[src/rtl/rvbc_pkg.sv]
`timescale 1ns / 1ps
`default_nettype none
// ----------------------------------------------------------------------------
// rvbc_pkg
// Types, codes and constants shared by the vertex rotation block.
// ----------------------------------------------------------------------------
package rvbc_pkg;

	// Width of one coordinate and of one rotation coefficient
	localparam int CoordWidth = 32;
	localparam int CoefWidth = 16;
	localparam int CoefFracBits = 14;

	// Depth of the queue between front and back
	localparam int QueueDepth = 4;

	// Width of the configuration register index
	localparam int CfgIndexWidth = 3;

	// Request operation codes
	typedef enum logic [1:0] {
		OP_MEASURE = 2'd0,
		OP_TRANSFORM = 2'd1,
		OP_CLEAR = 2'd2
	} op_e;

	// Configuration register indexes
	typedef enum logic [CfgIndexWidth-1:0] {
		REG_COS_PITCH = 3'd0,
		REG_SIN_PITCH = 3'd1,
		REG_COS_YAW = 3'd2,
		REG_SIN_YAW = 3'd3,
		REG_COS_ROLL = 3'd4,
		REG_SIN_ROLL = 3'd5
	} reg_idx_e;

	// Coefficient reset values (Q2.14)
	localparam logic signed [CoefWidth-1:0] CoefOne = 16'sd16384;
	localparam logic signed [CoefWidth-1:0] CoefZero = 16'sd0;

	// Input request
	typedef struct packed {
		op_e op;
		logic signed [CoordWidth-1:0] vertex_x;
		logic signed [CoordWidth-1:0] vertex_y;
		logic signed [CoordWidth-1:0] vertex_z;
	} vtx_t;

	// Output result
	typedef struct packed {
		logic signed [CoordWidth-1:0] rotated_x;
		logic signed [CoordWidth-1:0] rotated_y;
		logic signed [CoordWidth-1:0] rotated_z;
		logic clipped;
	} rot_t;

	// Three coordinates
	typedef struct packed {
		logic signed [CoordWidth-1:0] x;
		logic signed [CoordWidth-1:0] y;
		logic signed [CoordWidth-1:0] z;
	} vec_t;

	// Queue entry: vertex and the box center seen at acceptance
	typedef struct packed {
		vec_t vertex;
		vec_t center;
	} qent_t;

	// Rotation coefficients
	typedef struct packed {
		logic signed [CoefWidth-1:0] cos_pitch;
		logic signed [CoefWidth-1:0] sin_pitch;
		logic signed [CoefWidth-1:0] cos_yaw;
		logic signed [CoefWidth-1:0] sin_yaw;
		logic signed [CoefWidth-1:0] cos_roll;
		logic signed [CoefWidth-1:0] sin_roll;
	} coef_t;

	// Queue status seen by front and back
	typedef struct packed {
		logic full;
		logic empty;
	} qstat_t;

endpackage
`default_nettype wire

[src/rtl/rvbc_fifo.sv]
`timescale 1ns / 1ps
`default_nettype none
// ----------------------------------------------------------------------------
// rvbc_fifo
// Short queue of transform requests between front and back.
// ----------------------------------------------------------------------------
module rvbc_fifo (
	input  wire logic             clk,
	input  wire logic             arst_n,
	input  wire logic             push,
	input  wire rvbc_pkg::qent_t  wdata,
	input  wire logic             pop,
	output rvbc_pkg::qent_t       rdata,
	output rvbc_pkg::qstat_t      qstat
);

	localparam int Depth = rvbc_pkg::QueueDepth;
	localparam int AW = $clog2(Depth);
	localparam logic [AW-1:0] LastPtr = AW'(Depth - 1);
	localparam logic [AW:0] DepthCnt = (AW+1)'(Depth);

	rvbc_pkg::qent_t mem_q [Depth];
	logic [AW-1:0] wptr_q;
	logic [AW-1:0] rptr_q;
	logic [AW:0] count_q;

	assign qstat.full = (count_q == DepthCnt);
	assign qstat.empty = (count_q == '0);
	assign rdata = mem_q[rptr_q];

	// Store the entry
	always_ff @(posedge clk) begin
		if (push) begin
			mem_q[wptr_q] <= wdata;
		end
	end

	// Advance pointers and count
	always_ff @(posedge clk or negedge arst_n) begin
		if (!arst_n) begin
			wptr_q <= '0;
			rptr_q <= '0;
			count_q <= '0;
		end else begin
			if (push) begin
				wptr_q <= (wptr_q == LastPtr) ? '0 : wptr_q + 1'b1;
			end
			if (pop) begin
				rptr_q <= (rptr_q == LastPtr) ? '0 : rptr_q + 1'b1;
			end
			if (push && !pop) begin
				count_q <= count_q + 1'b1;
			end else if (pop && !push) begin
				count_q <= count_q - 1'b1;
			end
		end
	end

	a_no_overflow: assert property (@(posedge clk) disable iff (!arst_n)
		push |-> !qstat.full) else $error("queue written while full");

	a_no_underflow: assert property (@(posedge clk) disable iff (!arst_n)
		pop |-> !qstat.empty) else $error("queue read while empty");

	a_count_up: assert property (@(posedge clk) disable iff (!arst_n)
		(push && !pop) |=> count_q == $past(count_q) + 1'b1)
		else $error("queue count did not follow a write");

	a_count_bound: assert property (@(posedge clk) disable iff (!arst_n)
		count_q <= DepthCnt) else $error("queue count beyond depth");

endmodule
`default_nettype wire

[config.mk]
export PLATFORM = sky130hd
export DESIGN_NAME = rvbc_fifo
export DESIGN_NICKNAME = d
export VERILOG_FILES = /design/src/rtl/rvbc_pkg.sv /design/src/rtl/rvbc_fifo.sv
export SDC_FILE = /design/constraint.sdc
export NUM_CORES = 1
export LEC_CHECK = 0
export BUFFER_PORTS_ARGS = -buffer_cell sky130_fd_sc_hd__buf_2
export CAP_MARGIN = 10
export CORE_ASPECT_RATIO = 0.75
export CORE_MARGIN = 1.5
export CORE_UTILIZATION = 25
export CTS_BUF_LIST = sky130_fd_sc_hd__clkbuf_8
export DETAILED_ROUTE_END_ITERATION = 6
export MAX_ROUTING_LAYER = met4
export PLACE_DENSITY_LB_ADDON = 0.25
export SLEW_MARGIN = 0
export SYNTH_ARGS = -nofsm -noshare
export SYNTH_HDL_FRONTEND = slang
export SYNTH_SLANG_ARGS = --single-unit
[constraint.sdc]
create_clock -name clk -period 7.9 [get_ports clk]
set_input_delay 0.395 -clock clk [delete_from_list [all_inputs] [get_ports clk]]
set_output_delay 0.395 -clock clk [all_outputs]
set_load 0.02 [all_outputs]
==> flow_summary.toml <==
[grt]
grt_pass1_vias = 15400
grt_antenna_before_repair = 12
grt_first_pass_wirelength_microns = 95000
grt_usage_pct = 11.6
grt_max_degree = 103
gr-total-overflow = 0

[floorplanning]
fp.dieH_microns = 294
die_area_sq_um = 115000
fp.dieW_microns = 390
start_util_pct = 25.2
io_pins = 390
core-area_sq_um = 112000
num_rows = 106

[timing]
setup_tns_ns = 0
post-route-min-period_ns = 3.69
report.final.slew_viol_count = 0
hold_violations = 0
period_share_pct = 46.7
setup_violations = 0
fmax_ghz = 0.271
worst_slew_pin_slew_ns = 1.02
rsz0062_at_grt = "no"
finalClockSkew_ns = 0.0227
slew-limit-headroom_pct = 31.7

[power]
ir_worst_vdd_v = 0.000257
p_leak_nw = 12.3
p_per_area_nw_per_um2 = 354

[critical_path]
r2r_slack_ns = 5.18
worstPathRequired_ns = 7.51
crit_type = "reg -> out"
arrival_ns = 3.29
cp_max_fo = 51
cp-start-kind = "flip-flop"
end_kind = "output pin"

[cts]
post_cts_buffers = 0
cts_htree_levels = 4
cts_sinks = 775
clk_latency_ns = 0.78
cts_tree = "yes"
cts_buffers = 132
clockBufferDepth = 3
cts-resized-gates = 0
clk_pin_slew_worst_paths_ns = 0.05
root_buffer = "clkbuf_8"

[yosys]
synthDistinctLibCells = 21
ys_ff_latch = 775
post_synth.cell_area_avg_sq_um = 27.1
synth_nets = 1243
ys_seq_area_share_pct = 82.6
syn_inst = 1040
synth.cell_area_sq_um = 28100
ys_warn_count = 0

[placed_design]
post-place-cells = 2910
gp_congestion = 0.698
dp_hpwl_microns = 35800
portBuffers = 389

[final_layout]
multi_input_area_sq_um = 4560
drive_gt1_share_pct = 42.0
nets = 1931
instances_no_fill = 3353
ff_latch_area_sq_um = 23200
fillers = 10700
area_delta_synth_final_pct = 28.9
post-route-util_pct = 32.5

[route]
wl_microns = 63700
first_pass_iters = 7
drt-initial-drc-count = 642
wl_per_cell_microns = 19.0
drt.antenna.violating_nets = 0
num_vias = 13700
remaining_drc_errors = 0
via_per_inst = 4.07

[status]
outcome = "complete, no violations"

[hold_path]
min_path_type = "in -> reg"

[job]
cap_violations = 0
==> area by class of cell <==
| class | instances | share of cell area [%] |
|---|---|---|
| flip-flops and latches | 775 | 64.1 |
| multi-input cells | 218 | 12.6 |
| repair buffers | 597 | 11.3 |
| well taps | 1512 | 5.22 |
| clock buffers | 134 | 5.08 |
| clock inverters | 100 | 1.65 |
| diodes | 13 | 0.0897 |
| inverters | 4 | 0.0414 |
==> state kept, by name, summed over array words and instances, names as in the netlist <==
register and cells:
mem_q 768, count_q 3, rptr_q 2, wptr_q 2
==> worst paths after layout <==
kind	start	end	cells past startpoint
setup / recovery	rptr_q[1]	rdata[60]	3
hold / removal	wdata[49]	mem_q[0][49]	2
setup reg to reg	wptr_q[0]	mem_q[2][40]	4
hold reg to reg	count_q[2]	count_q[2]	1
max in group asynchronous	arst_n	rptr_q[0]	3
min in group asynchronous	arst_n	count_q[0]	3
==> repair_timing <==
item,4_1_cts,5_1_grt
hold endpoints to repair,780,0
endpoints found under the setup margin,0,0
hold buffers,196,0
==> report_power, final <==
part           internal (mW)  total [mW]  switching (mW)
logic                   1.59        3.98            2.40
registers               5.27        5.51           0.233
clock network           1.73        3.35            1.63
==> layer usage <==
layer  vias up  track usage, %  part of all wire, %
met1      7183            13.5                   42
met5         -               -                    0
met4         0            3.92                  2.3
li1       5953               -                    -
met2       384            17.9                   48
met3       131            4.91                  8.3
==> cell usage in the layout (no fill, tap or decap), types with 2 or more instances in the layout <==
| cell | synthesis | routed |
|---|---|---|
| and2_4 | 0 | 4 |
| buf_12 | 0 | 7 |
| buf_2 | 18 | 389 |
| buf_4 | 2 | 5 |
| bufinv_16 | 0 | 4 |
| clkbuf_8 | 0 | 134 |
| clkinv_1 | 0 | 27 |
| clkinv_2 | 0 | 10 |
| clkinv_8 | 0 | 3 |
| clkinvlp_4 | 0 | 7 |
| dfrtp_1 | 7 | 5 |
| dfrtp_4 | 0 | 2 |
| diode_2 | 0 | 13 |
| dlygate4sd3_1 | 0 | 196 |
| edfxtp_1 | 768 | 768 |
| ha_1 | 6 | 6 |
| inv_1 | 4 | 46 |
| inv_6 | 0 | 3 |
| inv_8 | 0 | 3 |
| mux2_2 | 3 | 3 |
| mux4_2 | 192 | 192 |
| nand2_1 | 2 | 2 |
| nor2_1 | 3 | 3 |
| o21ai_0 | 2 | 2 |
| xor2_1 | 2 | 2 |
==> cell families after synthesis <==
| logic type | after synthesis | synth area share, % |
|---|---|---|
| mux | 195 | 15.5 |
| compound gates | 2 | 0.0356 |
| xor+xnor | 3 | 0.0934 |
| fa+ha+maj | 7 | 0.338 |
| flops | 775 | 82.6 |
| buf+inv | 47 | 1.25 |
| simple gates | 11 | 0.200 |
==> stage by stage <==
step | hold WS [ns] | power [mW] | area [sq um] | setup slack, ns
2_1_floorplan | 0.0994 | 8.37 | 28100 | 2.33
3_3_place_gp | 0.245 | 9.61 | 31800 | 4.97
3_5_place_dp | 0.243 | 9.65 | 31800 | 4.94
4_1_cts | 0.212 | 13.2 | 36200 | 4.02
5_1_grt | 0.254 | 13.5 | 36300 | 3.95
6_report | 0.355 | 12.8 | 36300 | 4.21
==> worst max-delay path, cell delays in order, from the launching register on <==
cell and delay, ns:
dfrtp_4 0.96, buf_4 0.78, mux4_2 0.45, buf_2 0.18
==> cells in the mapped netlist <==
cell type	n	share of area (%)
and2_1	4	0.089
buf_1	2	0.027
buf_2	18	0.32
buf_4	2	0.053
buf_6	18	0.72
buf_8	1	0.053
clkbuf_1	2	0.027
dfrtp_1	7	0.62
edfxtp_1	768	82
fa_1	1	0.071
ha_1	6	0.27
inv_1	4	0.053
mux2_2	3	0.12
mux4_2	192	15
nand2_1	2	0.027
nor2_1	3	0.040
nor3_1	1	0.018
nor3b_1	1	0.027
o21ai_0	2	0.036
xnor2_1	1	0.031
xor2_1	2	0.062
Power figures use the tool's default switching activity.
