$ cat config.mk
export PLATFORM = sky130hd
export DESIGN_NAME = rvbc_front
export DESIGN_NICKNAME = d
export VERILOG_FILES = /design/src/rtl/rvbc_pkg.sv /design/src/rtl/rvbc_front.sv
export SDC_FILE = /design/constraint.sdc
export NUM_CORES = 1
export LEC_CHECK = 0
export BUFFER_PORTS_ARGS = -buffer_cell sky130_fd_sc_hd__buf_2
export CAP_MARGIN = 10
export CORE_ASPECT_RATIO = 0.5
export CORE_UTILIZATION = 40
export CTS_CLUSTER_DIAMETER = 40
export DETAILED_ROUTE_END_ITERATION = 8
export PLACE_DENSITY = 0.64
export SYNTH_ARGS = -nofsm -noshare
export SYNTH_HDL_FRONTEND = slang
export SYNTH_SLANG_ARGS = --single-unit
export TNS_END_PERCENT = 50
$ cat constraint.sdc
create_clock -name clk -period 4.5 [get_ports clk]
set_input_delay 0.9 -clock clk [delete_from_list [all_inputs] [get_ports clk]]
set_output_delay 0.9 -clock clk [all_outputs]
set_load 0.05 [all_outputs]
$ cat src/rtl/rvbc_pkg.sv
`timescale 1ns / 1ps
`default_nettype none
// ----------------------------------------------------------------------------
// rvbc_pkg
// Types, codes and constants shared by the vertex rotation block.
// ----------------------------------------------------------------------------
package rvbc_pkg;

	// Width of one coordinate and of one rotation coefficient
	localparam int CoordWidth = 32;
	localparam int CoefWidth = 16;
	localparam int CoefFracBits = 14;

	// Depth of the queue between front and back
	localparam int QueueDepth = 4;

	// Width of the configuration register index
	localparam int CfgIndexWidth = 3;

	// Request operation codes
	typedef enum logic [1:0] {
		OP_MEASURE = 2'd0,
		OP_TRANSFORM = 2'd1,
		OP_CLEAR = 2'd2
	} op_e;

	// Configuration register indexes
	typedef enum logic [CfgIndexWidth-1:0] {
		REG_COS_PITCH = 3'd0,
		REG_SIN_PITCH = 3'd1,
		REG_COS_YAW = 3'd2,
		REG_SIN_YAW = 3'd3,
		REG_COS_ROLL = 3'd4,
		REG_SIN_ROLL = 3'd5
	} reg_idx_e;

	// Coefficient reset values (Q2.14)
	localparam logic signed [CoefWidth-1:0] CoefOne = 16'sd16384;
	localparam logic signed [CoefWidth-1:0] CoefZero = 16'sd0;

	// Input request
	typedef struct packed {
		op_e op;
		logic signed [CoordWidth-1:0] vertex_x;
		logic signed [CoordWidth-1:0] vertex_y;
		logic signed [CoordWidth-1:0] vertex_z;
	} vtx_t;

	// Output result
	typedef struct packed {
		logic signed [CoordWidth-1:0] rotated_x;
		logic signed [CoordWidth-1:0] rotated_y;
		logic signed [CoordWidth-1:0] rotated_z;
		logic clipped;
	} rot_t;

	// Three coordinates
	typedef struct packed {
		logic signed [CoordWidth-1:0] x;
		logic signed [CoordWidth-1:0] y;
		logic signed [CoordWidth-1:0] z;
	} vec_t;

	// Queue entry: vertex and the box center seen at acceptance
	typedef struct packed {
		vec_t vertex;
		vec_t center;
	} qent_t;

	// Rotation coefficients
	typedef struct packed {
		logic signed [CoefWidth-1:0] cos_pitch;
		logic signed [CoefWidth-1:0] sin_pitch;
		logic signed [CoefWidth-1:0] cos_yaw;
		logic signed [CoefWidth-1:0] sin_yaw;
		logic signed [CoefWidth-1:0] cos_roll;
		logic signed [CoefWidth-1:0] sin_roll;
	} coef_t;

	// Queue status seen by front and back
	typedef struct packed {
		logic full;
		logic empty;
	} qstat_t;

endpackage
`default_nettype wire

$ cat src/rtl/rvbc_front.sv
`timescale 1ns / 1ps
`default_nettype none
// ----------------------------------------------------------------------------
// rvbc_front
// Accepts requests, keeps the bounding box and queues transform requests
// together with the box center valid at their acceptance.
// ----------------------------------------------------------------------------
module rvbc_front (
	input  wire logic            clk,
	input  wire logic            arst_n,
	input  wire logic            vtx_valid,
	output logic                 vtx_ready,
	input  wire rvbc_pkg::vtx_t  vtx,
	input  wire rvbc_pkg::qstat_t qstat,
	output logic                 q_push,
	output rvbc_pkg::qent_t      q_wdata
);

	localparam int W = rvbc_pkg::CoordWidth;
	localparam logic signed [W-1:0] CrdMax = {1'b0, {(W-1){1'b1}}};
	localparam logic signed [W-1:0] CrdMin = {1'b1, {(W-1){1'b0}}};

	rvbc_pkg::vec_t box_min_q;
	rvbc_pkg::vec_t box_max_q;
	logic box_nonempty_q;
	logic accept;

	// Floor of the midpoint, zero for an empty box
	function automatic logic signed [W-1:0] midpoint(input logic signed [W-1:0] lo,
			input logic signed [W-1:0] hi, input logic nonempty);
		logic signed [W:0] sum;
		sum = (W+1)'(lo) + (W+1)'(hi);
		return nonempty ? sum[W:1] : '0;
	endfunction

	// Take a request whenever the queue has room
	assign vtx_ready = !qstat.full;
	assign accept = vtx_valid && vtx_ready;
	assign q_push = accept && (vtx.op == rvbc_pkg::OP_TRANSFORM);

	// Build the queue entry from the current box
	always_comb begin
		q_wdata.vertex.x = vtx.vertex_x;
		q_wdata.vertex.y = vtx.vertex_y;
		q_wdata.vertex.z = vtx.vertex_z;
		q_wdata.center.x = midpoint(box_min_q.x, box_max_q.x, box_nonempty_q);
		q_wdata.center.y = midpoint(box_min_q.y, box_max_q.y, box_nonempty_q);
		q_wdata.center.z = midpoint(box_min_q.z, box_max_q.z, box_nonempty_q);
	end

	// Extend or clear the box
	always_ff @(posedge clk or negedge arst_n) begin
		if (!arst_n) begin
			box_min_q <= {CrdMax, CrdMax, CrdMax};
			box_max_q <= {CrdMin, CrdMin, CrdMin};
			box_nonempty_q <= 1'b0;
		end else if (accept) begin
			unique case (vtx.op)
				rvbc_pkg::OP_MEASURE: begin
					if (vtx.vertex_x < box_min_q.x) box_min_q.x <= vtx.vertex_x;
					if (vtx.vertex_y < box_min_q.y) box_min_q.y <= vtx.vertex_y;
					if (vtx.vertex_z < box_min_q.z) box_min_q.z <= vtx.vertex_z;
					if (vtx.vertex_x > box_max_q.x) box_max_q.x <= vtx.vertex_x;
					if (vtx.vertex_y > box_max_q.y) box_max_q.y <= vtx.vertex_y;
					if (vtx.vertex_z > box_max_q.z) box_max_q.z <= vtx.vertex_z;
					box_nonempty_q <= 1'b1;
				end
				rvbc_pkg::OP_CLEAR: begin
					box_min_q <= {CrdMax, CrdMax, CrdMax};
					box_max_q <= {CrdMin, CrdMin, CrdMin};
					box_nonempty_q <= 1'b0;
				end
				default: begin
				end
			endcase
		end
	end

endmodule
`default_nettype wire

==> run summary <==
Worst R2R Setup Slack - 1020 ps
Clk buf depth - 2
DR WL met3 - 1.42 mm
Failing checks - DRC
Latest clock arrival within the worst-skew pair - 460 ps
Synth Area in XOR/XNOR - 3.05%
R2R cell count - 10
Metal1 wirelength - 23.7 mm
Final ANT Viol Nets - 0
CP Data Required Time - 3600 ps
Ys flop type - dfrtp_1
Clock root cell - clkbuf_16
H-tree depth - 4
DRC Markers - 2
Drt pass-1 iters - 7
Post-Route WL - 50.1 mm
Maxcap violations - 0
Fmax - 226 MHz
Post-synthesis sequential area ratio - 27.8%
Clk sinks - 193
Core ar. - 43700 sq um
Synth Area in Compound Gates - 25.4%
Vias per std cell - 5.55
Layout cells sized above 1 - 24.1%
Area of the mapped netlist - 17800 sq um
Layout Skew - 15.2 ps
Worst Hold Class - input pin to async pin
Met2 WL post-DR - 23.7 mm
Mux cell area share after synthesis - 0.562%
Setup TNS - 0 ps
Total Routing Usage GR - 21.9%
Commonest cells in the synthesized netlist - ha_1 (282), inv_1 (222), a21oi_1 (131), nor2_1 (113), dfrtp_1 (97)
Synth-to-layout area growth - 13.5%
Die Ht - 151 um
Pin count of the biggest net entering global routing - 99
Placed instance area - 19300 sq um
Largest family of logic cells by synthesized area - compound AO/OA/AOI/OAI gates
Avg Inst Size Synth - 8.90 sq um
Top-area cell type share of the netlist area - 19.8%
Nets@finish - 2577
Ports - 297
Syn nets - 2388
Hold Vio Cnt, Final - 0
Pwr Total - 0.0166 W
Adder-Cell Fraction of Synth Area - 20.2%
Asr flop ratio synth - 100%
Critical path class - register to output port
Worst-Margin Slew - 1090 ps
Period minus WS final - 4420 ps
Reg clk slew, reported paths - 80 ps
Wirelength per Cell - 17.9 um
Cell area power density - 821 nW/um^2
Post-DP HPWL - 38.5 mm
Num CTS Buffers - 17
DRT iter0 DRCs - 834
First-pass GRT wire length - 78.8 mm
Synth cell types - 74
CTS tree - done
Synth Instances - 2000
Vias in the first global route - 14600
Max VDD drop - 0.000427 V
Status - finished with violations
Row Count - 54
Crit path arrival time - 3520 ps
RSZ-0062 raised after global routing - true
Hold-fix buffers, CTS - 0
Post-synth EDFFs - 0
Simple-Gate Fraction of Synth Area - 12.6%
GP Congestion - 0.890
Synth top area cells - ha_1 (20%), dfstp_2 (14%), dfrtp_1 (14%)
Final setup vio count - 0
Initial antenna violation count - 1
Grt ovf - 0
Die Area - 45400 sq um
Die width - 300 um
Synthesis warning total - 0
Via count - 15500
Synthesis-stage register bit count - 193
Initial core utilization - 40.7%
Final non-filler cell area - 20200 sq um
Crit-path max FO - 3
Rel. slew slack - 27.0%
Max Slew Vio Count - 0
IO Port Bufs - 295
CP startpoint kind - register
Critical Path Sink Type - output port
Post-route clock period utilization - 98.3%
Highest metal used - met4
Cell accounting for the most synthesized area - ha_1
Pleak - 10.3 nW
Cell with the most instances after synthesis - ha_1
[cell usage in the layout, fill, tap and decap left out, types with 39 or more instances in the layout]
cell,count
a21o_1,85
dfstp_2,96
buf_2,280
a22o_1,71
o21ai_0,56
ha_1,280
nor2_1,113
buf_4,40
nand2_1,94
o22a_1,93
dfrtp_1,97
xnor2_1,39
inv_1,220
nand4_1,55
a21oi_1,125
[critical path: stages, from the launching register on]
cell and delay (ps):
dfstp_2 560, inv_2 50, fa_2 420, nor2b_4 160, o2111ai_4 150, a31oi_4 220
o311ai_4 130, a2111o_1 520, buf_6 170, a31o_2 220, xor2_1 150, nor2_1 130
buf_6 170
[layout make-up]
| type | instances | area, sq um |
|---|---|---|
| Sequential cell | 193 | 4950 |
| Timing Repair Buffer | 333 | 1860 |
| Clock buffer | 24 | 482 |
| Tap cell | 588 | 736 |
| Fill cell | 4252 | 23500 |
| Clock inverter | 8 | 82.6 |
| Inverter | 222 | 835 |
| Multi-Input combinational cell | 1422 | 11300 |
| Antenna cell | 1 | 2.50 |
[where the power goes]
group / total [W] / switching (W) / leakage [nW] / internal [W]
logic: 0.0119 / 0.00752 / 7.69 / 0.00437
registers: 0.00314 / 0.000552 / 2.31 / 0.00259
clock network: 0.00154 / 0.000731 / 0.263 / 0.000810
[kinds of logic after synthesis]
| logic type | after synthesis |
|---|---|
| multiplexers | 10 |
| flip-flops | 193 |
| adder cells (fa/ha/maj) | 285 |
| AND/OR/NAND/NOR | 444 |
| XOR/XNOR | 62 |
| buffers and inverters | 385 |
| AO/OA/AOI/OAI | 621 |
[layer usage]
metal / track usage (%) / up-vias
met3: 2.71 / 66
met5: 0 / -
met1: 29.3 / 7562
li1: - / 7620
met4: 7.45 / 0
met2: 36.6 / 237
[per-stage QoR]
stage / setup slack (ps) / hold slack, ps / instances / utilization (%)
floorplan: 70.6 / 488 / 2000 / -
detailed placement: 80.9 / 517 / 2753 / 44.3
CTS: 0.785 / 524 / 2788 / 45.8
global route: -65.8 / 537 / 2791 / 46.2
finish: 76.8 / 478 / 2791 / 46.2
global placement: 120 / 509 / 2753 / 44.3
[flip-flops by register name, summed over array words and instances (netlist names)]
| name | count |
|---|---|
| box_nonempty_q | 1 |
| box_max_q | 96 |
| box_min_q | 96 |
[path summary, 6_finish.rpt]
| check | startpoint | endpoint |
|---|---|---|
| max in group asynchronous | arst_n | box_min_q[64] |
| worst min register to register | box_min_q[88] | box_min_q[88] |
| worst min-delay path | arst_n | box_max_q[21] |
| worst max-delay path | box_min_q[65] | q_wdata[89] |
| min in group clk | box_min_q[88] | box_min_q[88] |
| worst max register to register | box_max_q[63] | box_max_q[61] |
[what timing repair did]
item                                    in CTS  in global routing
resized for setup                           23                 42
pin swaps                                    3                 10
endpoints found under the setup margin      14                 29
buffers inserted                             3                  2
Power figures use the tool's default switching activity.
